$ cat config.mk
export PLATFORM = sky130hd
export DESIGN_NAME = mtchd_merge
export DESIGN_NICKNAME = d
export VERILOG_FILES = /design/src/design/mtchd_pkg.sv /design/src/design/mtchd_merge.sv
export SDC_FILE = /design/constraint.sdc
export NUM_CORES = 1
export LEC_CHECK = 0
export ABC_AREA = 1
export CORE_AREA = 2 2 171 173
export CTS_CLUSTER_SIZE = 20
export DETAILED_ROUTE_END_ITERATION = 8
export DIE_AREA = 0 0 173 175
export DONT_BUFFER_PORTS = 1
export PLACE_DENSITY = 0.46
export SLEW_MARGIN = 20
export SYNTH_ARGS = -nofsm -noshare
export SYNTH_HDL_FRONTEND = slang
export SYNTH_SLANG_ARGS = --single-unit
$ cat constraint.sdc
create_clock -name aclk -period 1.8 [get_ports aclk]
set_clock_uncertainty 0.2 [all_clocks]
set_input_delay 0.36 -clock aclk [delete_from_list [all_inputs] [get_ports aclk]]
set_output_delay 0.36 -clock aclk [all_outputs]
set_load 0.005 [all_outputs]
$ cat src/design/mtchd_pkg.sv
package mtchd_pkg;

    localparam int CHANNELS    = 10;
    localparam int MEDIAN_RANK = 4;
    localparam int POWER_WIDTH = 32;
    localparam int COUNT_WIDTH = 16;
    localparam int FUDGE_WIDTH = 16;
    localparam int CHAN_W      = 4;
    localparam int IDX_W       = $clog2(CHANNELS);
    localparam int PROD_WIDTH  = POWER_WIDTH + FUDGE_WIDTH;
    localparam int MED_SEL     = (MEDIAN_RANK >= CHANNELS) ? CHANNELS - 1 : MEDIAN_RANK;
    localparam int CFG_IDX_W   = 2;
    localparam int CFG_DATA_W  = 16;

    localparam logic [FUDGE_WIDTH-1:0] FUDGE_RESET = FUDGE_WIDTH'(750);

    typedef enum logic [CFG_IDX_W-1:0] {
        CFG_FUDGE      = 2'd0,
        CFG_MASK       = 2'd1,
        CFG_IGNORE_ALL = 2'd2
    } cfg_idx_t;

    typedef struct packed {
        logic [POWER_WIDTH-1:0] power_0;
        logic [POWER_WIDTH-1:0] power_1;
        logic [POWER_WIDTH-1:0] power_2;
        logic [POWER_WIDTH-1:0] power_3;
        logic [POWER_WIDTH-1:0] power_4;
        logic [POWER_WIDTH-1:0] power_5;
        logic [POWER_WIDTH-1:0] power_6;
        logic [POWER_WIDTH-1:0] power_7;
        logic [POWER_WIDTH-1:0] power_8;
        logic [POWER_WIDTH-1:0] power_9;
        logic                   clear_hit;
        logic [CHAN_W-1:0]      count_channel;
    } in_word_t;

    typedef struct packed {
        logic                   hit_now;
        logic [CHAN_W-1:0]      strongest_channel;
        logic                   hit_flag;
        logic [CHAN_W-1:0]      last_hit_channel;
        logic [COUNT_WIDTH-1:0] selected_count;
    } out_word_t;

    typedef logic [CHANNELS-1:0][POWER_WIDTH-1:0] power_vec_t;

    typedef struct packed {
        logic [CHAN_W-1:0] rank;
        logic              is_max;
    } lane_res_t;

    typedef struct packed {
        logic [FUDGE_WIDTH-1:0] fudge;
        logic [CHANNELS-1:0]    mask;
        logic                   all;
    } cfg_t;

    typedef struct packed {
        logic mul;
        logic upd;
    } pipe_en_t;

endpackage

$ cat src/design/mtchd_merge.sv
module mtchd_merge import mtchd_pkg::*; (
    input  logic                   aclk,
    input  logic                   en,
    input  lane_res_t              lanes [CHANNELS],
    input  power_vec_t             power,
    output logic [POWER_WIDTH-1:0] med,
    output logic [POWER_WIDTH-1:0] maxv,
    output logic [CHAN_W-1:0]      best
);

    logic [POWER_WIDTH-1:0] med_reg;
    logic [POWER_WIDTH-1:0] med_next;
    logic [POWER_WIDTH-1:0] maxv_reg;
    logic [POWER_WIDTH-1:0] maxv_next;
    logic [CHAN_W-1:0]      best_reg;
    logic [CHAN_W-1:0]      best_next;

    // exactly one lane holds each rank and exactly one is the max
    always_comb begin
        med_next  = '0;
        maxv_next = '0;
        best_next = '0;
        for (int i = 0; i < CHANNELS; i++) begin
            if (lanes[i].rank == CHAN_W'(MED_SEL)) begin
                med_next = med_next | power[i];
            end
            if (lanes[i].is_max) begin
                maxv_next = maxv_next | power[i];
                best_next = best_next | CHAN_W'(i);
            end
        end
    end

    always_ff @(posedge aclk) begin
        if (en) begin
            med_reg  <= med_next;
            maxv_reg <= maxv_next;
            best_reg <= best_next;
        end
    end

    assign med  = med_reg;
    assign maxv = maxv_reg;
    assign best = best_reg;

endmodule

==> flow_summary.yaml <==
job:
  max-cap-violations: 0
sta:
  timing.setup.tns_ps: 0
  slew_violations: 0
  hold_violations: 55
  hold_ws_ps: -82.4
  relSlewSlack_pct: 17.1
  worst_pin_slew_ps: 1240
  max_freq_ghz: 0.556
  setup_viol: 0
  fin_crit_sh_pct: 100
  fin_crit_ps: 1800
  rsz0062_at_grt: "yes"
synth:
  ys_types: 16
  synth_compound_area_share_pct: 7.01
  yosysMostFrequentCell: "nand2_1"
  synthXorXnorAreaFrac_pct: 0
  synth_warnings: 0
  synthTopCellsByArea: "nand3_1 27%, edfxtp_1 26%, nand2_1 23%, a211oi_2 4.7%, buf_4 4.2%"
  postSynthAreaPerCell_sq_um: 6.16
  netlist_area_sq_um: 7780
  synth_top_area_share_pct: 26.8
  ys_seq_area_share_pct: 26.3
  synthFlopType: "edfxtp_1"
  synth_fp_nets: 1634
  synth_top_family_by_area: "simple AND/OR/NAND/NOR gates"
  synth-async-reset-ratio_pct: 0
  synthAdderAreaFrac_pct: 0
  synthCells: 1262
  synthTopCellsByCount: "483 x nand2_1, 416 x nand3_1, 68 x edfxtp_1, 68 x nor2_1, 44 x buf_4"
  synth-edff-count: 68
  synth_seq_cells: 68
  synth_area_leader_cell: "nand3_1"
  muxShareOfSynthArea_pct: 0
  synthSimpleGateAreaFrac_pct: 55.6
hold_path:
  hold_end: "maxv[3]$_DFFE_PP_"
  hp-class: "input port to flop"
  hold_depth: 0
  worstHoldStart: "en"
worst_setup_path:
  cp.arrival_ps: 1800
  slowest_delay_ps: 920
  crit_buf_inv: 1
  cp_top_family: "simple AND/OR/NAND/NOR gates"
  crit_required_ps: 1800
  startpoint_type: "input port"
  crit_chain: "inv_1, nor2_4, nand3_1, nand2_1, nor2_1, nand3_1"
  crit_type: "input port to flop"
  path_max_fanout: 32
  end_kind: "flop"
  cp_slowest_cell: "nor2_4"
  cpMostUsedCell: "nand3_1"
  cp.depth: 6
run_status:
  violations: "negative hold slack"
  outcome: "finished, violations left"
detailed_routing:
  antenna_left: 0
  viasPerCell: 6.10
  firstDrtPassIters: 6
  wl_um: 46500
  routedWlPerCell_um: 28.5
  remaining_drc_errors: 0
  num_vias: 9936
  drt_iter0_markers: 1169
cts:
  post_cts_buffers: 0
  clock-sinks: 68
  ctsLongestPathBuffers: 2
  cts_tree: "built"
  h-tree-depth: 3
  root_buffer: "clkbuf_16"
  path_clk_slew_ps: 60
  hold_buffers: 61
  cts_inserted_buffers: 9
grt:
  grt-ovfl-total: 0
  grt_max_degree: 69
  grt_pass1_vias: 10000
  grt_pass1_wl_um: 65600
  track_usage_pct: 29.3
  antenna_found_initial: 0
finish:
  drive_gt1_share_pct: 6.02
  nNetsFinal: 1613
  antenna_cells: 0
  syn_to_final_growth_pct: 11.6
  final_design_area_no_fill_sq_um: 8680
placement:
  io_buffers: 0
  hpwl_um: 28300
  routabilityCongestion: 0.880
  dpl_cell_area_sq_um: 7780
floorplan:
  num_rows: 62
  core_sq_um: 28400
  start_util_pct: 27.4
  ios: 440
  die_x_um: 173
  dieArea_sq_um: 30300
  die_h_um: 175
pwr:
  leakagePower_nw: 3.86
  power_per_cell_area_nw_per_um2: 581
  swShare_pct: 32.2
  intPower_mw: 3.42
  clock_power_share_pct: 36.6
  ir_drop_mv: 0.381
  p_sw_mw: 1.62
  total_power_mw: 5.04
  comb_power_share_pct: 23.3
  p_seq_share_pct: 40.2
==> metrics by stage <==
stage | utilization [%] | instances | setup slack [ps]
after floorplan | - | 1262 | 382
after global placement | 27.3 | 1556 | -279
after detailed placement | 27.4 | 1557 | -290
after CTS | 30.5 | 1633 | 13.3
after global routing | 30.6 | 1629 | -0.721
final | 30.6 | 1629 | 0.468
==> cells in the final DEF, fill, tap and decap left out, types with 4 or more instances in the layout <==
cell type / count
nor2_1: 68
a21oi_1: 32
buf_12: 7
nand3_1: 415
dlymetal6s4s_1: 4
dlygate4sd3_1: 49
clkbuf_16: 9
inv_1: 42
nand2_1: 483
nor2_4: 20
a211oi_2: 29
edfxtp_1: 68
==> logic make-up after synthesis <==
family,Yosys count
flip-flops,68
AO/OA/AOI/OAI,64
buffers and inverters,141
AND/OR/NAND/NOR,989
==> power by group through the flow <==
stage | registers, mW | clock network, mW | logic (mW)
floorplan | 2.01 | 0 | 0.882
finish | 2.03 | 1.84 | 1.17
detailed placement | 2.06 | 0 | 0.999
global route | 2.03 | 1.94 | 1.27
global placement | 2.06 | 0 | 0.984
CTS | 2.03 | 1.88 | 1.12
==> layout make-up <==
| type | count | area [sq um] |
|---|---|---|
| clock buffers | 11 | 233 |
| clock inverters | 4 | 41.3 |
| fillers | 3209 | 19700 |
| inverters | 42 | 158 |
| multi-input cells | 1054 | 4940 |
| flip-flops and latches | 68 | 2040 |
| well taps | 384 | 480 |
| repair buffers | 66 | 786 |
==> layer usage <==
metal	track usage (%)	wire (um)
met5	0	0
met4	16.5	2660
met3	10.2	6470
met2	48.6	21400
met1	32.8	15900
==> worst max-delay path by stage <==
stage	end	slack (ps)	from
global route	med[22]$_DFFE_PP_	-0.7	lanes[23]
CTS	maxv[5]$_DFFE_PP_	10	power[293]
global placement	med[22]$_DFFE_PP_	-280	lanes[13]
floorplan	best[3]$_SDFFCE_PP1P_	380	lanes[0]
detailed placement	med[0]$_DFFE_PP_	-290	lanes[44]
finish	med[22]$_DFFE_PP_	0.5	lanes[23]
==> timing repair <==
item / 4_1_cts / 5_1_grt
setup endpoints to repair: 0 / 17
hold endpoints to repair: 98 / 68
gates resized for setup: 0 / 5
Power figures use the tool's default switching activity.
