==> src/design/mtchd_pkg.sv <==
package mtchd_pkg;

    localparam int CHANNELS    = 10;
    localparam int MEDIAN_RANK = 4;
    localparam int POWER_WIDTH = 32;
    localparam int COUNT_WIDTH = 16;
    localparam int FUDGE_WIDTH = 16;
    localparam int CHAN_W      = 4;
    localparam int IDX_W       = $clog2(CHANNELS);
    localparam int PROD_WIDTH  = POWER_WIDTH + FUDGE_WIDTH;
    localparam int MED_SEL     = (MEDIAN_RANK >= CHANNELS) ? CHANNELS - 1 : MEDIAN_RANK;
    localparam int CFG_IDX_W   = 2;
    localparam int CFG_DATA_W  = 16;

    localparam logic [FUDGE_WIDTH-1:0] FUDGE_RESET = FUDGE_WIDTH'(750);

    typedef enum logic [CFG_IDX_W-1:0] {
        CFG_FUDGE      = 2'd0,
        CFG_MASK       = 2'd1,
        CFG_IGNORE_ALL = 2'd2
    } cfg_idx_t;

    typedef struct packed {
        logic [POWER_WIDTH-1:0] power_0;
        logic [POWER_WIDTH-1:0] power_1;
        logic [POWER_WIDTH-1:0] power_2;
        logic [POWER_WIDTH-1:0] power_3;
        logic [POWER_WIDTH-1:0] power_4;
        logic [POWER_WIDTH-1:0] power_5;
        logic [POWER_WIDTH-1:0] power_6;
        logic [POWER_WIDTH-1:0] power_7;
        logic [POWER_WIDTH-1:0] power_8;
        logic [POWER_WIDTH-1:0] power_9;
        logic                   clear_hit;
        logic [CHAN_W-1:0]      count_channel;
    } in_word_t;

    typedef struct packed {
        logic                   hit_now;
        logic [CHAN_W-1:0]      strongest_channel;
        logic                   hit_flag;
        logic [CHAN_W-1:0]      last_hit_channel;
        logic [COUNT_WIDTH-1:0] selected_count;
    } out_word_t;

    typedef logic [CHANNELS-1:0][POWER_WIDTH-1:0] power_vec_t;

    typedef struct packed {
        logic [CHAN_W-1:0] rank;
        logic              is_max;
    } lane_res_t;

    typedef struct packed {
        logic [FUDGE_WIDTH-1:0] fudge;
        logic [CHANNELS-1:0]    mask;
        logic                   all;
    } cfg_t;

    typedef struct packed {
        logic mul;
        logic upd;
    } pipe_en_t;

endpackage

==> src/design/mtchd_hit.sv <==
module mtchd_hit import mtchd_pkg::*; (
    input  logic                   aclk,
    input  logic                   aresetn,
    input  pipe_en_t               pen,
    input  cfg_t                   cfg,
    input  logic [POWER_WIDTH-1:0] med,
    input  logic [POWER_WIDTH-1:0] maxv,
    input  logic [CHAN_W-1:0]      best,
    input  logic                   clear_hit,
    input  logic [CHAN_W-1:0]      count_channel,
    output out_word_t              word
);

    localparam logic [COUNT_WIDTH-1:0] COUNT_MAX = '1;

    logic [PROD_WIDTH-1:0]  thresh_reg;
    logic [POWER_WIDTH-1:0] maxv_reg;
    logic [CHAN_W-1:0]      best_reg;
    logic                   clear_reg;
    logic [CHAN_W-1:0]      cc_reg;

    logic [COUNT_WIDTH-1:0] counts_reg  [CHANNELS];
    logic [COUNT_WIDTH-1:0] counts_next [CHANNELS];
    logic                   sticky_reg;
    logic                   sticky_next;
    logic [CHAN_W-1:0]      last_reg;
    logic [CHAN_W-1:0]      last_next;
    out_word_t              word_reg;
    out_word_t              word_next;
    logic                   hit;

    always_ff @(posedge aclk) begin
        if (pen.mul) begin
            thresh_reg <= PROD_WIDTH'(med) * PROD_WIDTH'(cfg.fudge);
            maxv_reg   <= maxv;
            best_reg   <= best;
            clear_reg  <= clear_hit;
            cc_reg     <= count_channel;
        end
    end

    always_comb begin
        hit = !cfg.all && !cfg.mask[best_reg[IDX_W-1:0]]
              && (PROD_WIDTH'(maxv_reg) > thresh_reg);
        for (int i = 0; i < CHANNELS; i++) begin
            counts_next[i] = counts_reg[i];
            if (hit && best_reg == CHAN_W'(i) && counts_reg[i] != COUNT_MAX) begin
                counts_next[i] = counts_reg[i] + COUNT_WIDTH'(1);
            end
        end
        sticky_next = hit ? 1'b1 : (clear_reg ? 1'b0 : sticky_reg);
        last_next   = hit ? best_reg : last_reg;

        word_next.hit_now           = hit;
        word_next.strongest_channel = best_reg;
        word_next.hit_flag          = sticky_next;
        word_next.last_hit_channel  = last_next;
        if (cc_reg < CHAN_W'(CHANNELS)) begin
            word_next.selected_count = counts_next[cc_reg[IDX_W-1:0]];
        end else begin
            word_next.selected_count = '0;
        end
    end

    always_ff @(posedge aclk) begin
        if (!aresetn) begin
            for (int i = 0; i < CHANNELS; i++) begin
                counts_reg[i] <= '0;
            end
            sticky_reg <= 1'b0;
            last_reg   <= '0;
        end else if (pen.upd) begin
            counts_reg <= counts_next;
            sticky_reg <= sticky_next;
            last_reg   <= last_next;
        end
    end

    always_ff @(posedge aclk) begin
        if (pen.upd) begin
            word_reg <= word_next;
        end
    end

    assign word = word_reg;

endmodule

==> config.mk <==
export PLATFORM = sky130hd
export DESIGN_NAME = mtchd_hit
export DESIGN_NICKNAME = d
export VERILOG_FILES = /design/src/design/mtchd_pkg.sv /design/src/design/mtchd_hit.sv
export SDC_FILE = /design/constraint.sdc
export NUM_CORES = 2
export LEC_CHECK = 0
export BUFFER_PORTS_ARGS = -buffer_cell sky130_fd_sc_hd__buf_4
export CAP_MARGIN = 25
export CELL_PAD_IN_SITES_DETAIL_PLACEMENT = 1
export CELL_PAD_IN_SITES_GLOBAL_PLACEMENT = 2
export CORE_MARGIN = 2
export CORE_UTILIZATION = 44
export DETAILED_ROUTE_END_ITERATION = 8
export PLACE_DENSITY_LB_ADDON = 0.1
export SETUP_SLACK_MARGIN = 0.02
export SLEW_MARGIN = 20
export SYNTH_ARGS = -nofsm -noshare
export SYNTH_HDL_FRONTEND = slang
export SYNTH_SLANG_ARGS = --single-unit
==> constraint.sdc <==
create_clock -name aclk -period 15.07 [get_ports aclk]
set_input_delay 3.014 -clock aclk [delete_from_list [all_inputs] [get_ports aclk]]
set_output_delay 3.014 -clock aclk [all_outputs]
set_load 0.005 [all_outputs]
==> impl_metrics.py <==
metrics = {
    "status": {
        "status": "finished clean",
    },
    "floorplanning": {
        "die_y_um": 273.9,
        "start_util": 0.4462,
        "core_sq_um": 71850,
        "dieArea_sq_um": 75040,
        "rows": 98,
        "ios": 130,
        "fp.dieW_um": 273.9,
    },
    "worst_hold_path": {
        "worstHoldPathCells": 2,
        "min_path_type": "reg2reg",
    },
    "clock_tree": {
        "cts-buffers-inserted": 31,
        "clockBufferDepth": 3,
        "clkTransAtPathRegs_ns": 0.06,
        "clock_latency_ns": 0.61,
        "cts_setup_buffers": 0,
        "hold_buffers": 0,
        "cts-resized-gates": 0,
        "clockRootBuffer": "clkbuf_16",
        "htreeDepth": 1,
        "cts_tree": "done",
        "clock_sinks": 280,
    },
    "sta": {
        "max_freq_mhz": 104.2,
        "fin_crit_ns": 9.596,
        "finalMaxSlewViolations": 0,
        "slew_headroom": 0.4091,
        "tightest_slew_ns": 0.8864,
        "rsz0062_at_grt": "false",
        "fin_crit_sh": 0.6368,
        "finalHoldViolCount": 0,
        "fin_skew_ns": 0.02233,
        "setup_viol": 0,
        "tns_ns": 0,
    },
    "worst_setup_path": {
        "crit_path_max_incr_delay_ns": 0.71,
        "start_kind": "primary input",
        "critPathMaxFanout": 32,
        "cp_data_arrival_time_ns": 9.93,
        "worstPathCellList": "buf_4 > nand2_1 > fa_1 > inv_1 > fa_1 > inv_1 > fa_1 > inv_1 > fa_1 > fa_1 > inv_1 > fa_1 > inv_1 > ha_1 > nand2_1 > o21ai_0 > a32oi_1 > a21oi_1 > a41oi_1 > o311ai_0 > nand3_1 > a311o_1 > o21bai_1 > xor2_1",
        "reg2reg_depth": 13,
        "worstPathRequired_ns": 15.41,
        "cp_common_cell": "fa_1",
        "endpoint_kind": "flip-flop",
        "critPathKind": "in2reg",
        "crit_slowest_cell": "o311ai_0",
    },
    "yosys": {
        "netlist_instances": 3618,
        "ys_seq_area_frac": 0.2107,
        "ys.flop_type": "dfxtp_1",
        "ys_warn_count": 0,
        "async_flop_share": 0,
        "ys_ff_latch": 280,
        "synth_common_cells": "nand2_1, inv_1, fa_1, nor2_1, and2_1",
        "synth_top_area_frac": 0.2610,
        "synth_area_sq_um": 32060,
        "syn_avg_cell_area_sq_um": 8.862,
        "syn-num-nets": 4302,
        "synth.distinct_cells": 105,
        "synth_edf_count": 115,
        "netlist_top_cells_area": "fa_1, edfxtp_1, dfxtp_1, ha_1, nand2_1",
        "post-synth-top-count-cell": "nand2_1",
        "netlist.top_cell.by_area": "fa_1",
    },
    "power_and_ir_drop": {
        "combPwrFrac": 0.753,
        "vdd_drop_max_mv": 0.2349,
        "power.total_uw": 7909,
        "p_switching_uw": 3894,
        "powerDensity_nw_per_um2": 228.3,
        "switching_share": 0.4923,
        "clkPwrFrac": 0.094,
        "p_int_uw": 4015,
        "p_leak_uw": 0.01487,
        "p_seq_frac": 0.153,
    },
    "drt": {
        "via_count": 25270,
        "drtIter0Drc": 1274,
        "wl_per_cell_um": 21.54,
        "drc": 0,
        "detail-route-antenna-nets": 0,
        "wl_um": 98950,
        "dr.pass1.iters": 5,
        "vias_per_cell": 5.500,
    },
    "job": {
        "max_cap_violations": 0,
    },
    "global_route": {
        "grt_pass1_wl_um": 157700,
        "grt_pass1_vias": 27570,
        "grt-ovfl-total": 0,
        "gr-usage-all-layers": 0.2669,
        "grt_max_degree": 70,
        "antenna_found_initial": 1,
    },
    "cells_and_area": {
        "n_antenna_cell": 0,
        "nets": 4303,
        "n_fill_cell": 8383,
        "largest_register_ffs": 160,
        "synthToLayoutAreaGrowth_pct": 8.043,
        "drive_gt1_frac": 0.07300,
    },
    "placement": {
        "hpwl_um": 76840,
        "gp_congestion": 0.9016,
        "port_buffers": 129,
    },
}
==> power by group through the flow <==
stage                     Sequential (uW)  Clock, uW  Combinational (uW)
after global routing                 1220        793                6800
after floorplan                      1210          0                4470
after detailed placement             1230          0                5940
final                                1210        745                5960
after CTS                            1210        766                5980
after global placement               1220          0                5740
==> worst max-delay path, delay by kind of cell <==
family / cells / cell delay (ns)
AND/OR/NAND/NOR: 3 / 0.49
XOR/XNOR: 1 / 0.08
adder cells (fa/ha/maj): 7 / 3.44
AO/OA/AOI/OAI: 7 / 2.29
buffers and inverters: 6 / 0.57
==> stage by stage <==
stage	util	setup WS, ns	hold slack, ns	cells	instance area [sq um]
floorplan	-	5.792	0.4206	3618	32060
global placement	0.4680	5.070	0.4529	4535	33630
detailed placement	0.4684	4.872	0.4693	4536	33660
CTS	0.4821	5.489	0.4788	4594	34640
global route	0.4821	5.091	0.4972	4594	34640
finish	0.4821	5.474	0.4746	4594	34640
==> final timing paths <==
| path | from | endpoint | slack [ns] |
|---|---|---|---|
| setup reg to reg | maxv_reg[31] | word[5] | 10.06 |
| setup / recovery | cfg[18] | thresh_reg[42] | 5.47 |
| hold reg to reg | last_reg[0] | last_reg[0] | 0.47 |
| hold / removal | last_reg[0] | last_reg[0] | 0.47 |
==> per-layer routing <==
metal | vias to the layer above | track usage | routed length [um]
li1 | 11660 | - | -
met1 | 12950 | 0.3576 | 44090
met3 | 145 | 0.02294 | 3918
met2 | 507 | 0.4572 | 47670
met5 | - | 0 | 0
met4 | 0 | 0.08481 | 3263
==> cells by family after synthesis <==
family | count (synthesis) | share of synthesized area
multiplexers | 29 | 0.01046
AO/OA/AOI/OAI | 393 | 0.08418
buffers and inverters | 667 | 0.07980
AND/OR/NAND/NOR | 1385 | 0.2130
adder cells (fa/ha/maj) | 580 | 0.3242
XOR/XNOR | 284 | 0.07758
flip-flops | 280 | 0.2107
==> cell usage in the layout, fill, tap and decap left out, types with 50 or more instances in the layout <==
cell,netlist,final
nand3_1,101,101
xor2_1,145,145
dfxtp_1,165,165
edfxtp_1,115,115
nand4_1,50,50
inv_1,486,485
buf_4,3,145
o21ai_0,78,78
xnor2_1,139,139
nor3_1,50,50
and2_1,230,230
fa_1,418,418
ha_1,162,162
nand2_1,523,523
a21oi_1,113,113
nor2_1,235,235
==> cell type report <==
cell class / count / area (sq um) / area share
clock buffers: 34 / 807.0 / 0.02330
clock inverters: 24 / 175.2 / 0.005057
inverters: 489 / 1838 / 0.05306
repair buffers: 146 / 1116 / 0.03222
well taps: 950 / 1189 / 0.03431
flip-flops and latches: 280 / 6756 / 0.1950
multi-input cells: 2671 / 22760 / 0.6570
(Power assumes the default switching activity.)
