### config.mk
export PLATFORM = sky130hd
export DESIGN_NAME = mtchd_lane
export DESIGN_NICKNAME = d
export VERILOG_FILES = /design/src/design/mtchd_pkg.sv /design/src/design/mtchd_lane.sv
export SDC_FILE = /design/constraint.sdc
export NUM_CORES = 1
export LEC_CHECK = 0
export ABC_AREA = 1
export BUFFER_PORTS_ARGS = -buffer_cell sky130_fd_sc_hd__buf_2
export CAP_MARGIN = 20
export CORE_MARGIN = 2
export CORE_UTILIZATION = 40
export DETAILED_ROUTE_END_ITERATION = 16
export MAX_ROUTING_LAYER = met4
export PLACE_DENSITY = 0.74
export SLEW_MARGIN = 10
export SYNTH_ARGS = -nofsm -noshare
export SYNTH_HDL_FRONTEND = slang
export SYNTH_SLANG_ARGS = --single-unit
### constraint.sdc
create_clock -name aclk -period 20.3 [get_ports aclk]
set_input_delay 2.03 -clock aclk [delete_from_list [all_inputs] [get_ports aclk]]
set_output_delay 2.03 -clock aclk [all_outputs]
set_load 0.02 [all_outputs]
### src/design/mtchd_pkg.sv
package mtchd_pkg;

    localparam int CHANNELS    = 10;
    localparam int MEDIAN_RANK = 4;
    localparam int POWER_WIDTH = 32;
    localparam int COUNT_WIDTH = 16;
    localparam int FUDGE_WIDTH = 16;
    localparam int CHAN_W      = 4;
    localparam int IDX_W       = $clog2(CHANNELS);
    localparam int PROD_WIDTH  = POWER_WIDTH + FUDGE_WIDTH;
    localparam int MED_SEL     = (MEDIAN_RANK >= CHANNELS) ? CHANNELS - 1 : MEDIAN_RANK;
    localparam int CFG_IDX_W   = 2;
    localparam int CFG_DATA_W  = 16;

    localparam logic [FUDGE_WIDTH-1:0] FUDGE_RESET = FUDGE_WIDTH'(750);

    typedef enum logic [CFG_IDX_W-1:0] {
        CFG_FUDGE      = 2'd0,
        CFG_MASK       = 2'd1,
        CFG_IGNORE_ALL = 2'd2
    } cfg_idx_t;

    typedef struct packed {
        logic [POWER_WIDTH-1:0] power_0;
        logic [POWER_WIDTH-1:0] power_1;
        logic [POWER_WIDTH-1:0] power_2;
        logic [POWER_WIDTH-1:0] power_3;
        logic [POWER_WIDTH-1:0] power_4;
        logic [POWER_WIDTH-1:0] power_5;
        logic [POWER_WIDTH-1:0] power_6;
        logic [POWER_WIDTH-1:0] power_7;
        logic [POWER_WIDTH-1:0] power_8;
        logic [POWER_WIDTH-1:0] power_9;
        logic                   clear_hit;
        logic [CHAN_W-1:0]      count_channel;
    } in_word_t;

    typedef struct packed {
        logic                   hit_now;
        logic [CHAN_W-1:0]      strongest_channel;
        logic                   hit_flag;
        logic [CHAN_W-1:0]      last_hit_channel;
        logic [COUNT_WIDTH-1:0] selected_count;
    } out_word_t;

    typedef logic [CHANNELS-1:0][POWER_WIDTH-1:0] power_vec_t;

    typedef struct packed {
        logic [CHAN_W-1:0] rank;
        logic              is_max;
    } lane_res_t;

    typedef struct packed {
        logic [FUDGE_WIDTH-1:0] fudge;
        logic [CHANNELS-1:0]    mask;
        logic                   all;
    } cfg_t;

    typedef struct packed {
        logic mul;
        logic upd;
    } pipe_en_t;

endpackage

### src/design/mtchd_lane.sv
module mtchd_lane import mtchd_pkg::*; (
    input  logic              aclk,
    input  logic              en,
    input  logic [CHAN_W-1:0] lane_idx,
    input  power_vec_t        power,
    output lane_res_t         res
);

    lane_res_t              res_reg;
    lane_res_t              res_next;
    logic [POWER_WIDTH-1:0] own;

    // stable rank: count smaller values, equal values at lower index first
    always_comb begin
        own = power[lane_idx[IDX_W-1:0]];
        res_next.rank = '0;
        res_next.is_max = 1'b1;
        for (int j = 0; j < CHANNELS; j++) begin
            if (CHAN_W'(j) != lane_idx) begin
                if (power[j] < own || (power[j] == own && CHAN_W'(j) < lane_idx)) begin
                    res_next.rank = res_next.rank + CHAN_W'(1);
                end
                if (CHAN_W'(j) < lane_idx) begin
                    if (!(own > power[j])) begin
                        res_next.is_max = 1'b0;
                    end
                end else begin
                    if (!(own >= power[j])) begin
                        res_next.is_max = 1'b0;
                    end
                end
            end
        end
    end

    always_ff @(posedge aclk) begin
        if (en) begin
            res_reg <= res_next;
        end
    end

    assign res = res_reg;

endmodule

==> results of run 1 <==
[cell type report]
cell class                      instances  area (µm²)
Inverter                              422        1580
Antenna cell                            2        5.00
Clock inverter                          1        5.00
Multi-Input combinational cell       1436        9790
Clock buffer                            3        75.1
Sequential cell                         5         150
Timing Repair Buffer                  369        1940
Tap cell                              384         480
Fill cell                            3059       14700
[placed cells by master, fill, tap and decap left out, drive strengths merged, types with 2 or more instances in the layout]
cell,n
a22o,2
buf,369
a221oi,3
clkbuf,3
nand3,79
nor4,10
o21bai,4
nand2,392
nor3,10
or2,5
nor2,86
nor4b,2
o21a,9
diode,2
edfxtp,5
nand4,37
inv,422
ha,328
a21oi,180
a22oi,21
a211oi,7
o221ai,15
a21boi,3
a31oi,3
and3,3
o21ai,116
o22ai,67
o211ai,21
o2111ai,20
a21o,3
[logic make-up after synthesis]
kind of cell	synth area share
fa+ha+maj	0.352
compound gates	0.242
buf+inv	0.148
flops	0.0129
xor+xnor	0.00150
simple gates	0.244
[per-stage QoR]
step / total power, µW / setup slack (ns)
finish: 520 / 10.18
CTS: 512 / 10.31
detailed placement: 477 / 10.08
floorplan: 323 / 11.38
global placement: 465 / 10.19
global route: 584 / 9.33
[power by group]
part	leakage (µW)	switching (µW)	internal, µW
registers	0.0000482	0.667	16.1
logic	0.00848	298	173
clock network	0.0000409	6.40	25.7
total	0.00857	305	215
[path summary, 6_finish.rpt]
| kind | from | to | slack (ns) |
|---|---|---|---|
| setup / recovery | lane_idx[2] | res[2] | 10.18 |
| hold / removal | en | res[0] | 2.08 |
[per-layer routing]
layer / vias up / GRT usage / wire (µm) / part of all wire
met1: 6580 / 0.417 / 21300 / 0.43
met4: 0 / 0.129 / 2270 / 0.046
li1: 7156 / - / - / -
met3: 138 / 0.0429 / 4300 / 0.087
met5: - / - / 0 / 0
met2: 767 / 0.511 / 21400 / 0.43
==> out/qor.yml, run 1 <==
grt_start_max_net_pins: 58
nets: 2891
postCtsHoldBufs: 0
fin_cells: 2622
clock_sinks: 5
finish.utilization: 0.489
status: "complete, no violations"
syn_to_final_growth_pct: 20.5
cts_tree: "done"
via_per_inst: 5.58
synth-async-reset-ratio: 0
drive_gt1_frac: 0.195
worstSetupPathType: "input pin to register"
cp_common_cell: "nand2_1"
netlist_top_cells_count: "416 x inv_1, 373 x nand2_1, 328 x ha_1, 180 x a21oi_1, 114 x o21ai_0"
cts_buffers: 3
drt_wl_total_um: 49300
synth_cells: 1899
syn_area_um2: 11600
min_path_cells: 1
row_count: 62
largest_reg_flops: 5
arrival_ns: 10.09
cpPeakStageDelay_ns: 0.60
timing_max_transition_violations_final: 0
globalplace.congestion: 1.03
hold_viol: 0
clockBufferDepth: 2
design_area_um2: 14000
synthDistinctLibCells: 49
core_area_um2: 28700
synth_most_common_cell: "inv_1"
drt_iter0_markers: 1250
cp.depth: 44
placed_cell_area_um2: 13900
grt_setup_unrepaired: "no"
synth_edf_count: 5
min_period_over_period: 0.499
cts.clk_slew.worst_paths_ns: 0.03
portBuffers: 330
antenna_found_initial: 3
antenna_left: 0
dp.cells: 2616
synth_flop_cell: "edfxtp_1"
min_period_ns: 10.12
maxCapViolCount: 0
synth_top_area_share: 0.352
clock.fmax_mhz: 98.8
syn-num-nets: 2553
finalSetupViolCount: 0
drc: 0
power_density_nw_per_um2: 37.0
critPathCaptureType: "register"
syn_avg_cell_area_um2: 6.13
hold_path.class: "input pin to register"
crit_fanout: 34
yosys_warnings: 0
overflow: 0
crit_required_ns: 20.27
track_usage: 0.323
fp.dieH_um: 175
drtPass1Iterations: 6
ir_worst_vdd_mv: 0.0245
grt_pass1_vias: 14400
cp_top_family: "simple AND/OR/NAND/NOR gates"
start_util: 0.406
cts_resized: 0
yosysTopAreaCell: "ha_1"
ys_seq_area_frac: 0.0129
grt_pass1_wl_um: 75900
startpoint_type: "input pin"
leakage_uw: 0.00857
routedWlPerCell_um: 18.8
slowest_stage: "o2111ai_1"
cts_setup_buffers: 0
place_hpwl_um: 42200
synth_area_leaders: "ha_1 35%, inv_1 13%, nand2_1 12%"
worst_pin_slew_ns: 0.976
vias: 14600
cts_max_level: 1
ios: 331
finalSetupTns_ns: 0
root_buffer: "clkbuf_16"
synth_seq_cells: 5
cp_num_buf_inv: 7
fp.dieW_um: 175
die_area_um2: 30500
hold_ws_ns: 2.08
maxSlewHeadroom: 0.349
Note: power is estimated with default switching activity, not from simulation.
==> inputs of run 2 (changes only) <==
--- a/config.mk
+++ b/config.mk
@@ -5,14 +5,14 @@
 export SDC_FILE = /design/constraint.sdc
 export NUM_CORES = 1
 export LEC_CHECK = 0
-export ABC_AREA = 1
+export ABC_AREA = 0
 export BUFFER_PORTS_ARGS = -buffer_cell sky130_fd_sc_hd__buf_2
 export CAP_MARGIN = 20
 export CORE_MARGIN = 2
 export CORE_UTILIZATION = 40
 export DETAILED_ROUTE_END_ITERATION = 16
 export MAX_ROUTING_LAYER = met4
-export PLACE_DENSITY = 0.74
+export PLACE_DENSITY = 0.76
 export SLEW_MARGIN = 10
 export SYNTH_ARGS = -nofsm -noshare
 export SYNTH_HDL_FRONTEND = slang
==> constraint.sdc (replaced) <==
create_clock -name aclk -period 9.12 [get_ports aclk]
set_input_delay 0.912 -clock aclk [delete_from_list [all_inputs] [get_ports aclk]]
set_output_delay 0.912 -clock aclk [all_outputs]
set_load 0.02 [all_outputs]
==> run 2 against run 1 <==
  * Sequential share of layout area down 0.067 points
  * Worst setup slack lost 9.8 ns
  * First-iteration DRC count shrank 5.1%
  * Cell count down 8.9%
  * Synthesized cell count shrank 16%
  * Critical path depth is 1 lower
  * Critical endpoint is now res[4]
  * Die area is 2.1% higher
==> out/qor.yml, run 2 <==
antenna_found_initial: 0
grt_pass1_wl_um: 76600
core_area_um2: 29500
cp.depth: 43
synth-async-reset-ratio: 0
row_count: 63
synthDistinctLibCells: 79
finalSetupTns_ns: 0
yosys_warnings: 0
power_density_nw_per_um2: 90.8
hold_viol: 0
drt_iter0_markers: 1186
grt_start_max_net_pins: 28
diodes: 0
crit_path_start: "lane_idx[0]"
layout_commonest_cell: "buf_2"
antenna_left: 0
fp.dieW_um: 176
start_util: 0.404
ir_worst_vdd_mv: 0.0708
slowest_stage: "or4b_4"
synth_edf_count: 5
synth_flop_cell: "edfxtp_1"
vias: 13900
drc: 0
root_buffer: "clkbuf_16"
cts.clk_slew.worst_paths_ns: 0.03
place_hpwl_um: 44800
arrival_ns: 8.68
cts_buffers: 3
cts_tree: "done"
crit_fanout: 9
track_usage: 0.327
clock.fmax_mhz: 115
fin_cells: 2389
startpoint_type: "input pin"
layout_common_cells: "328 x buf_2, 327 x inv_1, 325 x ha_1, 110 x a21oi_1, 105 x o21ai_0"
synth_cells: 1601
drtPass1Iterations: 6
largest_reg_flops: 5
ys_seq_area_frac: 0.0126
crit_required_ns: 9.08
syn_area_um2: 11900
finalSetupViolCount: 0
syn_avg_cell_area_um2: 7.43
maxSlewHeadroom: 0.235
cpPeakStageDelay_ns: 0.50
power_uw: 1360
worst_pin_slew_ns: 1.12
die_area_um2: 31100
fp.dieH_um: 176
syn-num-nets: 2255
status: "complete, no violations"
critPathCaptureType: "register"
via_per_inst: 5.84
postCtsHoldBufs: 0
crit_end: "res[4]"
clock_sinks: 5
synth_seq_cells: 5
synth_top_area_share: 0.345
cp_num_buf_inv: 5
synth_most_common_cell: "ha_1"
synth_area_leaders: "ha_1 34%, inv_1 10%, mux4_2 6.2%"
grt_pass1_vias: 13800
cts_max_level: 1
min_period_over_period: 0.955
min_period_ns: 8.71
portBuffers: 330
leakage_uw: 0.00871
hold_path.class: "input pin to register"
overflow: 0
timing_max_transition_violations_final: 0
netlist_top_cells_count: "328 x ha_1, 327 x inv_1, 123 x o21ai_0, 113 x a21oi_1, 100 x nand2_1"
clockBufferDepth: 2
drt_wl_total_um: 50600
nets: 2654
drive_gt1_frac: 0.263
syn_to_final_growth_pct: 25.8
yosysTopAreaCell: "ha_1"
ios: 331
cp_top_family: "compound AO/OA/AOI/OAI gates"
dp.cells: 2379
worstSetupPathType: "input pin to register"
globalplace.congestion: 1.02
routedWlPerCell_um: 21.2
maxCapViolCount: 0
==> run 2: final cells by class <==
class | instances | area (µm²)
flip-flops and latches | 5 | 150
fillers | 2936 | 14500
inverters | 330 | 1240
well taps | 390 | 488
repair buffers | 437 | 2500
clock buffers | 4 | 78.8
multi-input cells | 1223 | 10500
==> run 2: cells by family (layout without fill, tap and decap cells) <==
kind of cell             count (synthesis)  count (layout)  share of synthesized area
AO/OA/AOI/OAI                          417             417                      0.226
buffers and inverters                  373             771                      0.118
AND/OR/NAND/NOR                        358             358                      0.159
adder cells (fa/ha/maj)                328             328                      0.345
multiplexers                            99              99                      0.119
XOR/XNOR                                21              21                     0.0214
flip-flops                               5               5                     0.0126
==> run 2: worst min path at each step <==
stage | from | to | slack, ns | depth (start not counted)
CTS | en | res[3] | 0.99 | 1
global placement | en | res[1] | 1.20 | 1
finish | en | res[3] | 0.99 | 1
global route | en | res[1] | 1.0 | 1
detailed placement | en | res[1] | 1.22 | 1
floorplan | en | res[0] | 1.02 | 0
==> run 2: power by group <==
part / leakage [µW] / internal [µW] / total, µW / switching (µW)
clock: 0.0000382 / 57.9 / 72.1 / 14.2
sequential: 0.0000481 / 39.1 / 42.3 / 3.14
combinational: 0.00863 / 555 / 1240 / 690
==> run 2: routing by layer <==
| layer | GRT usage | vias up | wire (µm) | part of all wire |
|---|---|---|---|---|
| met5 | - | - | 0 | 0 |
| met4 | 0.119 | 0 | 2320 | 0.046 |
| met3 | 0.0228 | 123 | 4140 | 0.082 |
| met2 | 0.556 | 720 | 23400 | 0.46 |
| met1 | 0.409 | 6448 | 20800 | 0.41 |
| li1 | - | 6656 | - | - |
==> run 2: repair_timing <==
item | 4_1_cts | 5_1_grt
buffers inserted | 0 | 6
endpoints found under the setup margin | 0 | 3
resized for setup | 0 | 35
==> run 2: metrics by stage <==
step / util / hold WS, ns / cell area [µm²] / setup WS, ns
finish: 0.508 / 0.992 / 15000 / 0.408
global placement: 0.499 / 1.20 / 14700 / 0.0715
global route: 0.508 / 0.999 / 15000 / -0.00670
detailed placement: 0.499 / 1.22 / 14700 / -0.180
floorplan: - / 1.02 / 11900 / 0.00425
CTS: 0.502 / 0.991 / 14800 / 0.00835
==> inputs of run 3 (changes only) <==
--- a/config.mk
+++ b/config.mk
@@ -13,6 +13,7 @@
 export DETAILED_ROUTE_END_ITERATION = 16
 export MAX_ROUTING_LAYER = met4
 export PLACE_DENSITY = 0.76
+export SETUP_SLACK_MARGIN = 0.5
 export SLEW_MARGIN = 10
 export SYNTH_ARGS = -nofsm -noshare
 export SYNTH_HDL_FRONTEND = slang
==> run 3 against run 2 <==
  * Sequential share of layout area is essentially flat
  * Critical path type unchanged
  * Largest power group unchanged
  * Fmax grew 4.4%
  * First-iteration DRC count grew 22%
  * Highest routed layer unchanged
==> out/qor.yml, run 3 (synthesized netlist as in run 2, its figures left out) <==
finalSetupViolCount: 0
power_density_nw_per_um2: 90.2
drt_wl_total_um: 52400
place_hpwl_um: 44500
drive_gt1_frac: 0.260
grt_start_max_net_pins: 42
p_switching_uw: 708
row_count: 63
antenna_found_initial: 3
layout_common_cells: "327 x inv_1, 326 x buf_2, 323 x ha_1, 112 x a21oi_1, 106 x o21ai_0"
fp.dieH_um: 176
p_clk_frac: 0.052
start_util: 0.404
cts_tree: "done"
drt_iter0_markers: 1452
min_period_over_period: 0.915
overflow: 0
clockBufferDepth: 2
clock_sinks: 5
antenna_left: 0
hold_path.class: "input pin to register"
status: "complete, no violations"
p_seq_frac: 0.030
finalSetupTns_ns: 0
nets: 2647
cts.clk_slew.worst_paths_ns: 0.03
slowest_stage: "buf_4"
crit_required_ns: 9.09
clock.fmax_mhz: 120
grt_setup_unrepaired: "no"
holdPathEnd: "res[4]"
maxSlewHeadroom: 0.418
p_sw_frac: 0.518
worstSetupPathType: "input pin to register"
die_area_um2: 31100
cpPeakStageDelay_ns: 0.42
globalplace.congestion: 1.04
ir_worst_vdd_mv: 0.0747
ios: 331
crit_fanout: 26
track_usage: 0.330
cp_top_family: "compound AO/OA/AOI/OAI gates"
internal_power_uw: 658
largest_reg_flops: 5
cp_common_cell: "ha_1"
multi_input_area_um2: 10500
fillers: 2973
dpl_worst_slack_ns: 0.124
via_per_inst: 5.89
vias: 14000
grt_pass1_wl_um: 77300
portBuffers: 330
startpoint_type: "input pin"
leakage_uw: 0.00877
postCtsHoldBufs: 0
worst_slack_ns: 0.775
routedWlPerCell_um: 22.0
fp.dieW_um: 176
syn_to_final_growth_pct: 27.3
p_comb_frac: 0.918
cts_buffers: 3
cts_max_level: 1
drc: 0
core_area_um2: 29500
hold_viol: 0
worst_pin_slew_ns: 0.861
min_period_ns: 8.35
layout_commonest_cell: "inv_1"
drtPass1Iterations: 7
min_path_cells: 1
root_buffer: "clkbuf_16"
cp_num_buf_inv: 4
seqCellArea_um2: 150
maxCapViolCount: 0
critPathCaptureType: "register"
min_from: "en"
arrival_ns: 8.32
grt_pass1_vias: 13900
timing_max_transition_violations_final: 0
run 3: cell count changes in the layout (fill, tap and decap cells not counted), moves of 3 or more:
| cell | delta |
|---|---|
| o21ai_1 | -3 |
| buf_4 | -20 |
| clkbuf_16 | +4 |
| diode_2 | +3 |
| buf_16 | +3 |
| buf_12 | +3 |
run 3: cell type report:
class	count	area share
multi-input cells	1223	0.696
inverters	330	0.0818
flip-flops and latches	5	0.00991
repair buffers	430	0.174
well taps	390	0.0322
diodes	3	0.000496
clock buffers	4	0.00520
run 3: worst max-delay path by stage:
stage	cells past startpoint	endpoint	slack [ns]	start
2_1_floorplan	43	res[3]	0.50	lane_idx[0]
3_3_place_gp	42	res[3]	0.32	lane_idx[1]
3_5_place_dp	36	res[3]	0.12	lane_idx[0]
4_1_cts	41	res[3]	0.52	lane_idx[0]
5_1_grt	41	res[3]	0.43	lane_idx[2]
6_report	41	res[3]	0.77	lane_idx[2]
run 3: repair_timing:
action / CTS / global route
endpoints found under the setup margin: 3 / 3
setup buffers: 0 / 19
pin swaps: 0 / 16
gates cloned: 0 / 4
resized for setup: 4 / 48
run 3: per-layer routing:
| layer | track usage | up-vias | part of all wire |
|---|---|---|---|
| met3 | 0.0278 | 99 | 0.083 |
| li1 | - | 6654 | - |
| met4 | 0.0975 | 0 | 0.038 |
| met2 | 0.563 | 721 | 0.46 |
| met1 | 0.415 | 6575 | 0.42 |
| met5 | - | - | 0 |
run 3: power groups by stage:
| stage | combinational, µW | sequential [µW] | clock, µW |
|---|---|---|---|
| floorplan | 750 | 51.8 | 0 |
| global placement | 1150 | 40.9 | 0 |
| detailed placement | 1170 | 40.9 | 0 |
| CTS | 1180 | 40.6 | 72.1 |
| global route | 1380 | 41.2 | 73.5 |
| finish | 1250 | 40.4 | 71.7 |
run 3: stage by stage:
step,instance area (µm²),total power (µW),hold slack (ns),cells,utilization
after global routing,15100,1490,0.974,2385,0.514
after global placement,14600,1190,1.19,2355,0.495
after detailed placement,14600,1210,1.19,2355,0.495
final,15100,1370,0.966,2385,0.514
after floorplan,12000,802,1.02,1601,-
after CTS,14700,1290,0.965,2359,0.499
